File: src/hw/rtl/mvtp_pkg.sv
// Shared types, constants and a helper function for the vertex transform block.
package mvtp_pkg;

    localparam int WORD_WIDTH = 32;
    localparam int FRAC_BITS  = 16;
    localparam int ACC_WIDTH  = 2 * WORD_WIDTH + 2;
    localparam int RND_WIDTH  = ACC_WIDTH - FRAC_BITS;
    localparam int DIV_WIDTH  = WORD_WIDTH + FRAC_BITS;
    localparam int DCNT_WIDTH = $clog2(DIV_WIDTH);

    localparam logic [1:0] OP_LOAD    = 2'd0;
    localparam logic [1:0] OP_XFORM   = 2'd1;
    localparam logic [1:0] OP_PROJECT = 2'd2;
    localparam logic [1:0] OP_NOP     = 2'd3;

    localparam logic signed [WORD_WIDTH-1:0] FX_ONE  =
        WORD_WIDTH'(longint'(1) << FRAC_BITS);
    localparam logic signed [WORD_WIDTH-1:0] W_MAX   = {1'b0, {(WORD_WIDTH-1){1'b1}}};
    localparam logic signed [WORD_WIDTH-1:0] W_MIN   = {1'b1, {(WORD_WIDTH-1){1'b0}}};

    typedef struct packed {
        logic [1:0]  op;
        logic [3:0]  elem_index;
        logic signed [31:0] elem_value;
        logic signed [31:0] x;
        logic signed [31:0] y;
        logic signed [31:0] z;
        logic signed [31:0] w;
    } in_word_t;

    typedef struct packed {
        logic signed [31:0] rx;
        logic signed [31:0] ry;
        logic signed [31:0] rz;
        logic signed [31:0] rw;
        logic        div_zero;
        logic        saturated;
    } out_word_t;

    typedef enum logic [2:0] {
        ST_IDLE,
        ST_MAC,
        ST_FLUSH,
        ST_DIV_START,
        ST_DIV_WAIT,
        ST_PUSH
    } state_t;

    typedef struct packed {
        logic       load;
        logic       start;
        logic       mac_go;
        logic [3:0] mac_idx;
        logic       zero_fill;
        logic       div_start;
        logic [1:0] div_k;
        logic       push;
    } cmd_t;

    typedef struct packed {
        logic mac_busy;
        logic w_zero;
        logic div_done;
    } status_t;

    function automatic logic signed [WORD_WIDTH-1:0] round_clamp(
        input logic signed [ACC_WIDTH-1:0] acc,
        output logic sat);
        logic signed [ACC_WIDTH-1:0] rnd;
        logic signed [RND_WIDTH-1:0] sh;
        logic signed [WORD_WIDTH-1:0] res;
        rnd = acc + ACC_WIDTH'(longint'(1) << (FRAC_BITS - 1));
        sh  = RND_WIDTH'(rnd >>> FRAC_BITS);
        sat = 1'b0;
        res = WORD_WIDTH'(sh);
        if (sh > RND_WIDTH'(W_MAX)) begin
            sat = 1'b1;
            res = W_MAX;
        end else if (sh < RND_WIDTH'(W_MIN)) begin
            sat = 1'b1;
            res = W_MIN;
        end
        return res;
    endfunction

endpackage

File: src/hw/rtl/mvtp_div.sv
// Bit-serial restoring divider giving a saturated fixed-point quotient.
module mvtp_div (
    input  logic                                  clk,
    input  logic                                  rst_n,
    input  logic                                  start,
    input  logic signed [mvtp_pkg::WORD_WIDTH-1:0] n,
    input  logic signed [mvtp_pkg::WORD_WIDTH-1:0] d,
    output logic                                  done,
    output logic signed [mvtp_pkg::WORD_WIDTH-1:0] q,
    output logic                                  sat
);

    localparam int WW = mvtp_pkg::WORD_WIDTH;
    localparam int DW = mvtp_pkg::DIV_WIDTH;
    localparam int CW = mvtp_pkg::DCNT_WIDTH;

    logic                busy_reg, busy_next;
    logic                done_reg, done_next;
    logic [CW-1:0]       cnt_reg, cnt_next;
    logic [DW-1:0]       dvd_reg, dvd_next;
    logic [DW-1:0]       quo_reg, quo_next;
    logic [WW-1:0]       rem_reg, rem_next;
    logic [WW-1:0]       dsr_reg, dsr_next;
    logic                neg_reg, neg_next;
    logic [WW:0]         rem_sh;
    logic                take;
    logic [DW-1:0]       lim;
    logic [WW-1:0]       a_abs, b_abs;

    always_comb
    begin
        a_abs     = n[WW-1] ? WW'(-n) : WW'(n);
        b_abs     = d[WW-1] ? WW'(-d) : WW'(d);
        rem_sh    = {rem_reg, dvd_reg[DW-1]};
        take      = rem_sh >= {1'b0, dsr_reg};
        busy_next = busy_reg;
        done_next = 1'b0;
        cnt_next  = cnt_reg;
        dvd_next  = dvd_reg;
        quo_next  = quo_reg;
        rem_next  = rem_reg;
        dsr_next  = dsr_reg;
        neg_next  = neg_reg;
        if (start) begin
            busy_next = 1'b1;
            cnt_next  = '0;
            dvd_next  = {a_abs, {mvtp_pkg::FRAC_BITS{1'b0}}};
            quo_next  = '0;
            rem_next  = '0;
            dsr_next  = b_abs;
            neg_next  = n[WW-1] ^ d[WW-1];
        end else if (busy_reg) begin
            rem_next = take ? WW'(rem_sh - {1'b0, dsr_reg}) : WW'(rem_sh);
            quo_next = {quo_reg[DW-2:0], take};
            dvd_next = {dvd_reg[DW-2:0], 1'b0};
            cnt_next = cnt_reg + 1'b1;
            if (cnt_reg == CW'(DW - 1)) begin
                busy_next = 1'b0;
                done_next = 1'b1;
            end
        end
    end

    always_ff @(posedge clk or negedge rst_n)
    begin
        if (!rst_n) begin
            busy_reg <= 1'b0;
            done_reg <= 1'b0;
        end else begin
            busy_reg <= busy_next;
            done_reg <= done_next;
        end
    end

    always_ff @(posedge clk)
    begin
        cnt_reg <= cnt_next;
        dvd_reg <= dvd_next;
        quo_reg <= quo_next;
        rem_reg <= rem_next;
        dsr_reg <= dsr_next;
        neg_reg <= neg_next;
    end

    always_comb
    begin
        lim  = neg_reg ? DW'({1'b1, {(WW-1){1'b0}}}) : DW'({1'b0, {(WW-1){1'b1}}});
        done = done_reg;
        sat  = quo_reg > lim;
        if (sat)
            q = neg_reg ? mvtp_pkg::W_MIN : mvtp_pkg::W_MAX;
        else
            q = neg_reg ? WW'(-quo_reg[WW-1:0]) : quo_reg[WW-1:0];
    end

endmodule

File: src/hw/rtl/mvtp_datapath.sv
// Datapath: matrix store, multiply-accumulate pipeline, divider and output register.
module mvtp_datapath (
    input  logic                clk,
    input  logic                rst_n,
    input  mvtp_pkg::cmd_t      cmd,
    input  mvtp_pkg::in_word_t  in_data,
    output mvtp_pkg::status_t   status,
    output mvtp_pkg::out_word_t out_data
);

    localparam int WW = mvtp_pkg::WORD_WIDTH;
    localparam int AW = mvtp_pkg::ACC_WIDTH;

    logic signed [WW-1:0]   mat_reg [16];
    logic signed [WW-1:0]   vec_reg [4];
    logic signed [WW-1:0]   res_reg [4];
    logic signed [2*WW-1:0] prod_reg;
    logic [1:0]             prow_reg, pcol_reg;
    logic                   pvld_reg;
    logic signed [AW-1:0]   acc_reg, acc_next;
    logic [1:0]             arow_reg;
    logic                   avld_reg;
    logic                   sat_reg, dz_reg;
    logic [1:0]             dk_reg;
    mvtp_pkg::out_word_t    out_reg;
    logic signed [WW-1:0]   fin_val;
    logic                   fin_sat;
    logic                   dv_done, dv_sat;
    logic signed [WW-1:0]   dv_q;
    logic [3:0]             elem_sel;

    assign elem_sel = {cmd.mac_idx[1:0], cmd.mac_idx[3:2]};

    always_ff @(posedge clk or negedge rst_n)
    begin
        if (!rst_n) begin
            for (int i = 0; i < 16; i++)
                mat_reg[i] <= (i % 5 == 0) ? mvtp_pkg::FX_ONE : '0;
        end else if (cmd.load) begin
            mat_reg[in_data.elem_index] <= in_data.elem_value;
        end
    end

    always_ff @(posedge clk or negedge rst_n)
    begin
        if (!rst_n) begin
            pvld_reg <= 1'b0;
            avld_reg <= 1'b0;
        end else begin
            pvld_reg <= cmd.mac_go;
            avld_reg <= pvld_reg && (pcol_reg == 2'd3);
        end
    end

    always_comb
    begin
        acc_next = (pcol_reg == 2'd0) ? AW'(prod_reg) : acc_reg + AW'(prod_reg);
        fin_val  = mvtp_pkg::round_clamp(acc_reg, fin_sat);
    end

    always_ff @(posedge clk)
    begin
        if (cmd.start) begin
            vec_reg[0] <= in_data.x;
            vec_reg[1] <= in_data.y;
            vec_reg[2] <= in_data.z;
            vec_reg[3] <= (in_data.op == mvtp_pkg::OP_PROJECT) ? mvtp_pkg::FX_ONE
                                                              : in_data.w;
        end
        prod_reg <= mat_reg[elem_sel] * vec_reg[cmd.mac_idx[1:0]];
        prow_reg <= cmd.mac_idx[3:2];
        pcol_reg <= cmd.mac_idx[1:0];
        if (pvld_reg) begin
            acc_reg  <= acc_next;
            arow_reg <= prow_reg;
        end
        if (cmd.start) begin
            sat_reg <= 1'b0;
            dz_reg  <= 1'b0;
        end else if (avld_reg) begin
            res_reg[arow_reg] <= fin_val;
            sat_reg           <= sat_reg | fin_sat;
        end else if (cmd.zero_fill) begin
            for (int k = 0; k < 3; k++)
                res_reg[k] <= res_reg[k][WW-1] ? mvtp_pkg::W_MIN : mvtp_pkg::W_MAX;
            sat_reg <= 1'b1;
            dz_reg  <= 1'b1;
        end else if (dv_done) begin
            res_reg[dk_reg] <= dv_q;
            sat_reg         <= sat_reg | dv_sat;
        end
        if (cmd.div_start)
            dk_reg <= cmd.div_k;
        if (cmd.push) begin
            out_reg.rx        <= res_reg[0];
            out_reg.ry        <= res_reg[1];
            out_reg.rz        <= res_reg[2];
            out_reg.rw        <= res_reg[3];
            out_reg.div_zero  <= dz_reg;
            out_reg.saturated <= sat_reg;
        end
    end

    mvtp_div u_div (
        .clk   (clk),
        .rst_n (rst_n),
        .start (cmd.div_start),
        .n     (res_reg[cmd.div_k]),
        .d     (res_reg[3]),
        .done  (dv_done),
        .q     (dv_q),
        .sat   (dv_sat)
    );

    assign status.mac_busy = pvld_reg | avld_reg;
    assign status.w_zero   = (res_reg[3] == '0);
    assign status.div_done = dv_done;
    assign out_data        = out_reg;

endmodule

File: src/hw/rtl/mvtp_ctrl.sv
// Controller state machine sequencing the accumulate, divide and output steps.
module mvtp_ctrl (
    input  logic              clk,
    input  logic              rst_n,
    input  logic              in_valid,
    input  logic [1:0]        in_op,
    output logic              in_ready,
    output logic              out_valid,
    input  logic              out_ready,
    input  mvtp_pkg::status_t status,
    output mvtp_pkg::cmd_t    cmd
);

    mvtp_pkg::state_t state_reg, state_next;
    logic [3:0]       cnt_reg, cnt_next;
    logic [1:0]       k_reg, k_next;
    logic             proj_reg, proj_next;
    logic             ov_reg, ov_next;
    logic             acc_in;
    logic             is_vec;

    assign in_ready = (state_reg == mvtp_pkg::ST_IDLE);
    assign acc_in   = in_valid && in_ready;
    assign is_vec   = (in_op == mvtp_pkg::OP_XFORM) || (in_op == mvtp_pkg::OP_PROJECT);

    always_comb
    begin
        state_next = state_reg;
        cnt_next   = cnt_reg;
        k_next     = k_reg;
        proj_next  = proj_reg;
        case (state_reg)
            mvtp_pkg::ST_IDLE:
            begin
                if (acc_in && is_vec) begin
                    state_next = mvtp_pkg::ST_MAC;
                    cnt_next   = '0;
                    proj_next  = (in_op == mvtp_pkg::OP_PROJECT);
                end
            end
            mvtp_pkg::ST_MAC:
            begin
                cnt_next = cnt_reg + 1'b1;
                if (cnt_reg == 4'd15)
                    state_next = mvtp_pkg::ST_FLUSH;
            end
            mvtp_pkg::ST_FLUSH:
            begin
                if (!status.mac_busy) begin
                    k_next = '0;
                    if (!proj_reg || status.w_zero)
                        state_next = mvtp_pkg::ST_PUSH;
                    else
                        state_next = mvtp_pkg::ST_DIV_START;
                end
            end
            mvtp_pkg::ST_DIV_START:
            begin
                state_next = mvtp_pkg::ST_DIV_WAIT;
            end
            mvtp_pkg::ST_DIV_WAIT:
            begin
                if (status.div_done) begin
                    if (k_reg == 2'd2) begin
                        state_next = mvtp_pkg::ST_PUSH;
                    end else begin
                        k_next     = k_reg + 1'b1;
                        state_next = mvtp_pkg::ST_DIV_START;
                    end
                end
            end
            mvtp_pkg::ST_PUSH:
            begin
                if (!ov_reg || out_ready)
                    state_next = mvtp_pkg::ST_IDLE;
            end
            default:
            begin
                state_next = mvtp_pkg::ST_IDLE;
            end
        endcase
    end

    always_comb
    begin
        cmd           = '0;
        cmd.load      = acc_in && (in_op == mvtp_pkg::OP_LOAD);
        cmd.start     = acc_in && is_vec;
        cmd.mac_idx   = cnt_reg;
        cmd.div_k     = k_reg;
        case (state_reg)
            mvtp_pkg::ST_MAC:       cmd.mac_go    = 1'b1;
            mvtp_pkg::ST_FLUSH:     cmd.zero_fill = !status.mac_busy && proj_reg
                                                    && status.w_zero;
            mvtp_pkg::ST_DIV_START: cmd.div_start = 1'b1;
            mvtp_pkg::ST_PUSH:      cmd.push      = !ov_reg || out_ready;
            default:                cmd.mac_go    = 1'b0;
        endcase
        ov_next = cmd.push ? 1'b1 : (out_ready ? 1'b0 : ov_reg);
    end

    always_ff @(posedge clk or negedge rst_n)
    begin
        if (!rst_n) begin
            state_reg <= mvtp_pkg::ST_IDLE;
            cnt_reg   <= '0;
            k_reg     <= '0;
            proj_reg  <= 1'b0;
            ov_reg    <= 1'b0;
        end else begin
            state_reg <= state_next;
            cnt_reg   <= cnt_next;
            k_reg     <= k_next;
            proj_reg  <= proj_next;
            ov_reg    <= ov_next;
        end
    end

    assign out_valid = ov_reg;

endmodule

File: src/hw/rtl/mat4_vertex_transform_project.sv
// Top level of the 4x4 homogeneous vertex transform with perspective divide.
//
//   channel | signals                          | word
//   in      | in_valid, in_ready, in_data      | op, element load or vector
//   out     | out_valid, out_ready, out_data   | rx, ry, rz, rw, div_zero, saturated
//
// A transform streams sixteen products through one 32x32 multiplier, drains the
// pipeline, pushes the result and returns to idle. A project adds three serial
// divisions of 48 steps each plus start and finish, unless the w result is zero.
// Reset loads the identity matrix at once. A finished result sits in the output
// register while the next word is taken; a stalled output holds the following
// result in the datapath until the register frees.
module mat4_vertex_transform_project (
    input  logic                clk,
    input  logic                rst_n,
    input  logic                in_valid,
    output logic                in_ready,
    input  mvtp_pkg::in_word_t  in_data,
    output logic                out_valid,
    input  logic                out_ready,
    output mvtp_pkg::out_word_t out_data
);

    mvtp_pkg::cmd_t    cmd;
    mvtp_pkg::status_t status;

    mvtp_ctrl u_ctrl (
        .clk       (clk),
        .rst_n     (rst_n),
        .in_valid  (in_valid),
        .in_op     (in_data.op),
        .in_ready  (in_ready),
        .out_valid (out_valid),
        .out_ready (out_ready),
        .status    (status),
        .cmd       (cmd)
    );

    mvtp_datapath u_dp (
        .clk      (clk),
        .rst_n    (rst_n),
        .cmd      (cmd),
        .in_data  (in_data),
        .status   (status),
        .out_data (out_data)
    );

    a_dz_sat: assert property (@(posedge clk) disable iff (!rst_n)
        out_valid && out_data.div_zero |-> out_data.saturated)
        else $error("div_zero without saturated");

    a_dz_rw: assert property (@(posedge clk) disable iff (!rst_n)
        out_valid && out_data.div_zero |-> out_data.rw == '0)
        else $error("div_zero with nonzero rw");

    a_no_fast: assert property (@(posedge clk) disable iff (!rst_n)
        in_valid && in_ready && in_data.op == mvtp_pkg::OP_XFORM |=> !$rose(out_valid))
        else $error("result appeared too early");

endmodule

File: config.mk
export PLATFORM = sky130hd
export DESIGN_NAME = mat4_vertex_transform_project
export DESIGN_NICKNAME = d
export VERILOG_FILES = /design/src/hw/rtl/mvtp_pkg.sv /design/src/hw/rtl/mvtp_div.sv /design/src/hw/rtl/mvtp_datapath.sv /design/src/hw/rtl/mvtp_ctrl.sv /design/src/hw/rtl/mat4_vertex_transform_project.sv
export SDC_FILE = /design/constraint.sdc
export NUM_CORES = 2
export LEC_CHECK = 0
export BUFFER_PORTS_ARGS = -buffer_cell sky130_fd_sc_hd__buf_2
export CAP_MARGIN = 20
export CORE_UTILIZATION = 58
export DETAILED_ROUTE_END_ITERATION = 7
export PLACE_DENSITY = 0.78
export SETUP_SLACK_MARGIN = 0.4
export SLEW_MARGIN = 30
export SYNTH_ARGS = -nofsm -noshare
export SYNTH_HDL_FRONTEND = slang
export SYNTH_SLANG_ARGS = --single-unit
File: constraint.sdc
create_clock -name clk -period 10.05 [get_ports clk]
set_input_delay 2.01 -clock clk [delete_from_list [all_inputs] [get_ports clk]]
set_output_delay 2.01 -clock clk [all_outputs]
set_load 0.05 [all_outputs]
==> impl_metrics.yaml <==
cts:
  clock_sinks: 1204
  cts_buffers: 118
  cts.hold.buffers_added: 0
  cts_tree: "built"
  worst_skew_pair.late_latency_ns: 0.81
  htreeDepth: 3
  cts-root-buf: "clkbuf_16"
  cts_max_path_buffers: 3
  clk_pin_slew_ns: 0.06
yosys:
  syn_inst: 8659
  synthAdderAreaFrac_pct: 27.4
  yosys_warnings: 0
  synth_ff_type: "dfrtp_1"
  synth_top_area_share_pct: 23.1
  synth_xor_area_share_pct: 2.38
  synth.area.mux_share_pct: 12.1
  synth_top_family_by_area: "adder cells"
  async_flop_share_pct: 43.8
  synth_seq_area_share_pct: 34.1
  yosys.area_share.simple_pct: 10.4
  synth_area_leader_cell: "fa_1"
  synth_edf_count: 521
  ys_ff_latch: 1204
  synth_area_per_cell_um2: 10.8
  synth_cell_types: 98
  synthTopCellsByArea: "fa_1 23%, edfxtp_1 17%, dfrtp_1 14%"
  syn_area_um2: 93800
  synth_fp_nets: 10200
  synth-compound-area-share_pct: 6.99
detailed_routing:
  finalWirelength_um: 272000
  viasPerCell: 6.07
  dr.pass1.iters: 7
  wire_per_inst_um: 24.3
  postRouteAntennaNets: 0
  drc: 0
  first_iter_violations: 6749
  dr_total_vias: 68000
sta:
  fin_setup_tns_ns: 0
  finClkSkew_ns: 0.0965
  period_needed_ns: 9.42
  final_max_slew_viol_count: 0
  finalCritPeriodShare_pct: 93.7
  fmax_ghz: 0.106
  tightest_slew_ns: 1.01
  hold_viol_final: 0
  rsz0062_at_grt: "no"
  fin_ws_ns: 0.628
  relSlewSlack_pct: 31.7
  hold_ws_ns: 0.409
  finalSetupViolations: 0
final_layout:
  largest_reg_flops: 512
  nets: 10500
  drive_gt1_share_pct: 19.0
  area.growth.synth_to_final_pct: 10.6
flow_run:
  maxCapViolations: 0
setup_path:
  setup.worst_path.class: "flip-flop to flip-flop"
  cp_slowest_stage_delay_ns: 0.73
  cpMostUsedCell: "fa_1"
  cp-start-kind: "flip-flop"
  critPathSlowestCell: "o31ai_1"
  worst-path-max-fanout: 9
  endpoint_kind: "flip-flop"
  crit_required_ns: 10.78
  cp.arrival_ns: 10.16
grt:
  grt_max_degree: 155
  first_global_vias: 71200
  grt_overflow: 0
  grt_pass1_wl_um: 418000
  grt_use_total_pct: 33.6
  antenna_found_initial: 4
floorplan:
  dieArea_um2: 163000
  pin_count: 302
  row_count: 147
  die_h_um: 404
  initial_core_util_pct: 58.4
  core_um2: 161000
  fp.dieW_um: 404
placement:
  io_buffer_count: 301
  hpwlAfterDp_um: 203000
  gp_congestion: 1.04
  post-place-ws_ns: 0.276
status:
  run_status: "completed"
hold_path:
  min_path_type: "flip-flop to flip-flop"
## final cells by class
class | count | area, µm²
Antenna cell | 3 | 7.51
Clock inverter | 75 | 938
Timing Repair Buffer | 621 | 4440
Tap cell | 2160 | 2700
Inverter | 1179 | 4430
Multi-Input combinational cell | 5802 | 56100
Fill cell | 11900 | 56800
Clock buffer | 150 | 3200
Sequential cell | 1204 | 32000
## layer usage
| layer | global-route usage (%) | share of wire [%] |
|---|---|---|
| met1 | 43.8 | 38 |
| met2 | 53.7 | 46 |
| met5 | 0 | 0.0066 |
| met3 | 7.52 | 10 |
| met4 | 16.1 | 5.6 |
## cell usage after synthesis, types with 103 or more instances
cell / n
inv_1: 1176
o21ai_0: 233
edfxtp_1: 521
o21a_1: 103
mux2i_1: 108
nand2_1: 900
mux4_2: 174
dfxtp_1: 156
xnor2_1: 172
dfrtp_1: 523
nor2_1: 829
clkbuf_1: 404
fa_1: 1084
ha_1: 322
a21o_1: 110
mux2_2: 562
a21oi_1: 251
## stage by stage
stage | std cells | instance area, µm² | util [%]
after floorplan | 8659 | 93900 | -
after global placement | 10900 | 98900 | 61.6
after detailed placement | 10900 | 98900 | 61.6
after CTS | 11200 | 103000 | 64.2
after global routing | 11200 | 104000 | 64.6
final | 11200 | 104000 | 64.6
## cell usage in the layout, fill, tap and decap left out, types with 22 or more instances in the layout
cell type	instances
mux2_2	562
a211oi_1	25
xnor2_1	172
nor4_1	30
o21ai_0	215
xor2_1	83
clkbuf_16	120
o31ai_1	28
a31oi_1	48
o21bai_1	27
mux4_2	173
edfxtp_1	521
fa_1	1084
or3_1	45
buf_2	301
a21o_1	110
dfrtp_1	516
ha_1	317
nor2b_1	69
nand3_1	68
or2_2	22
nand4_1	58
o21ai_2	39
and3_1	23
nand2_1	897
mux2i_1	106
clkinv_2	28
nand2b_1	34
dfxtp_1	156
a21oi_1	247
nor2_1	818
buf_4	272
inv_1	1174
o21ai_1	40
and2_1	38
buf_12	29
nor3_1	79
o21a_1	90
## critical path, delay by kind of cell (launching register included)
| kind | cells | cell delay, ns |
|---|---|---|
| xor+xnor | 1 | 0.17 |
| mux | 2 | 0.82 |
| compound gates | 5 | 1.76 |
| simple gates | 5 | 0.69 |
| flops | 1 | 0.49 |
| buf+inv | 8 | 1.02 |
| fa+ha+maj | 9 | 4.45 |
## cells by family after synthesis
| logic type | after synthesis |
|---|---|
| compound gates | 1031 |
| xor+xnor | 255 |
| fa+ha+maj | 1406 |
| buf+inv | 1653 |
| flops | 1204 |
| mux | 844 |
| simple gates | 2266 |
## repair_timing
action	in CTS	in global routing
buffers inserted	1	35
gates cloned	0	4
pin swaps	0	8
endpoints found under the hold margin	0	0
setup endpoints to repair	6	15
resized for setup	6	63
## final timing paths
| check | slack, ns | endpoint | from | cells after the start |
|---|---|---|---|---|
| worst min-delay path | 0.41 | u_dp.arow_reg[1]$_DFFE_PP_ | u_dp.prow_reg[1]$_DFF_P_ | 0 |
| max in group asynchronous | 6.63 | u_dp.mat_reg[37]$_DFFE_PN0P_ | rst_n | 3 |
| min in group asynchronous | 1.23 | u_dp.mat_reg[212]$_DFFE_PN0P_ | rst_n | 1 |
| worst max register to register | 0.63 | u_dp.prod_reg[57]$_DFF_P_ | u_ctrl.cnt_reg[2]$_DFFE_PN0P_ | 30 |
| worst max-delay path | 0.63 | u_dp.prod_reg[57]$_DFF_P_ | u_ctrl.cnt_reg[2]$_DFFE_PN0P_ | 30 |
| worst min register to register | 0.41 | u_dp.arow_reg[1]$_DFFE_PP_ | u_dp.prow_reg[1]$_DFF_P_ | 0 |
Power is not shown: default switching activity piles up to over one toggle a cycle in this logic, so the estimate is an artifact.
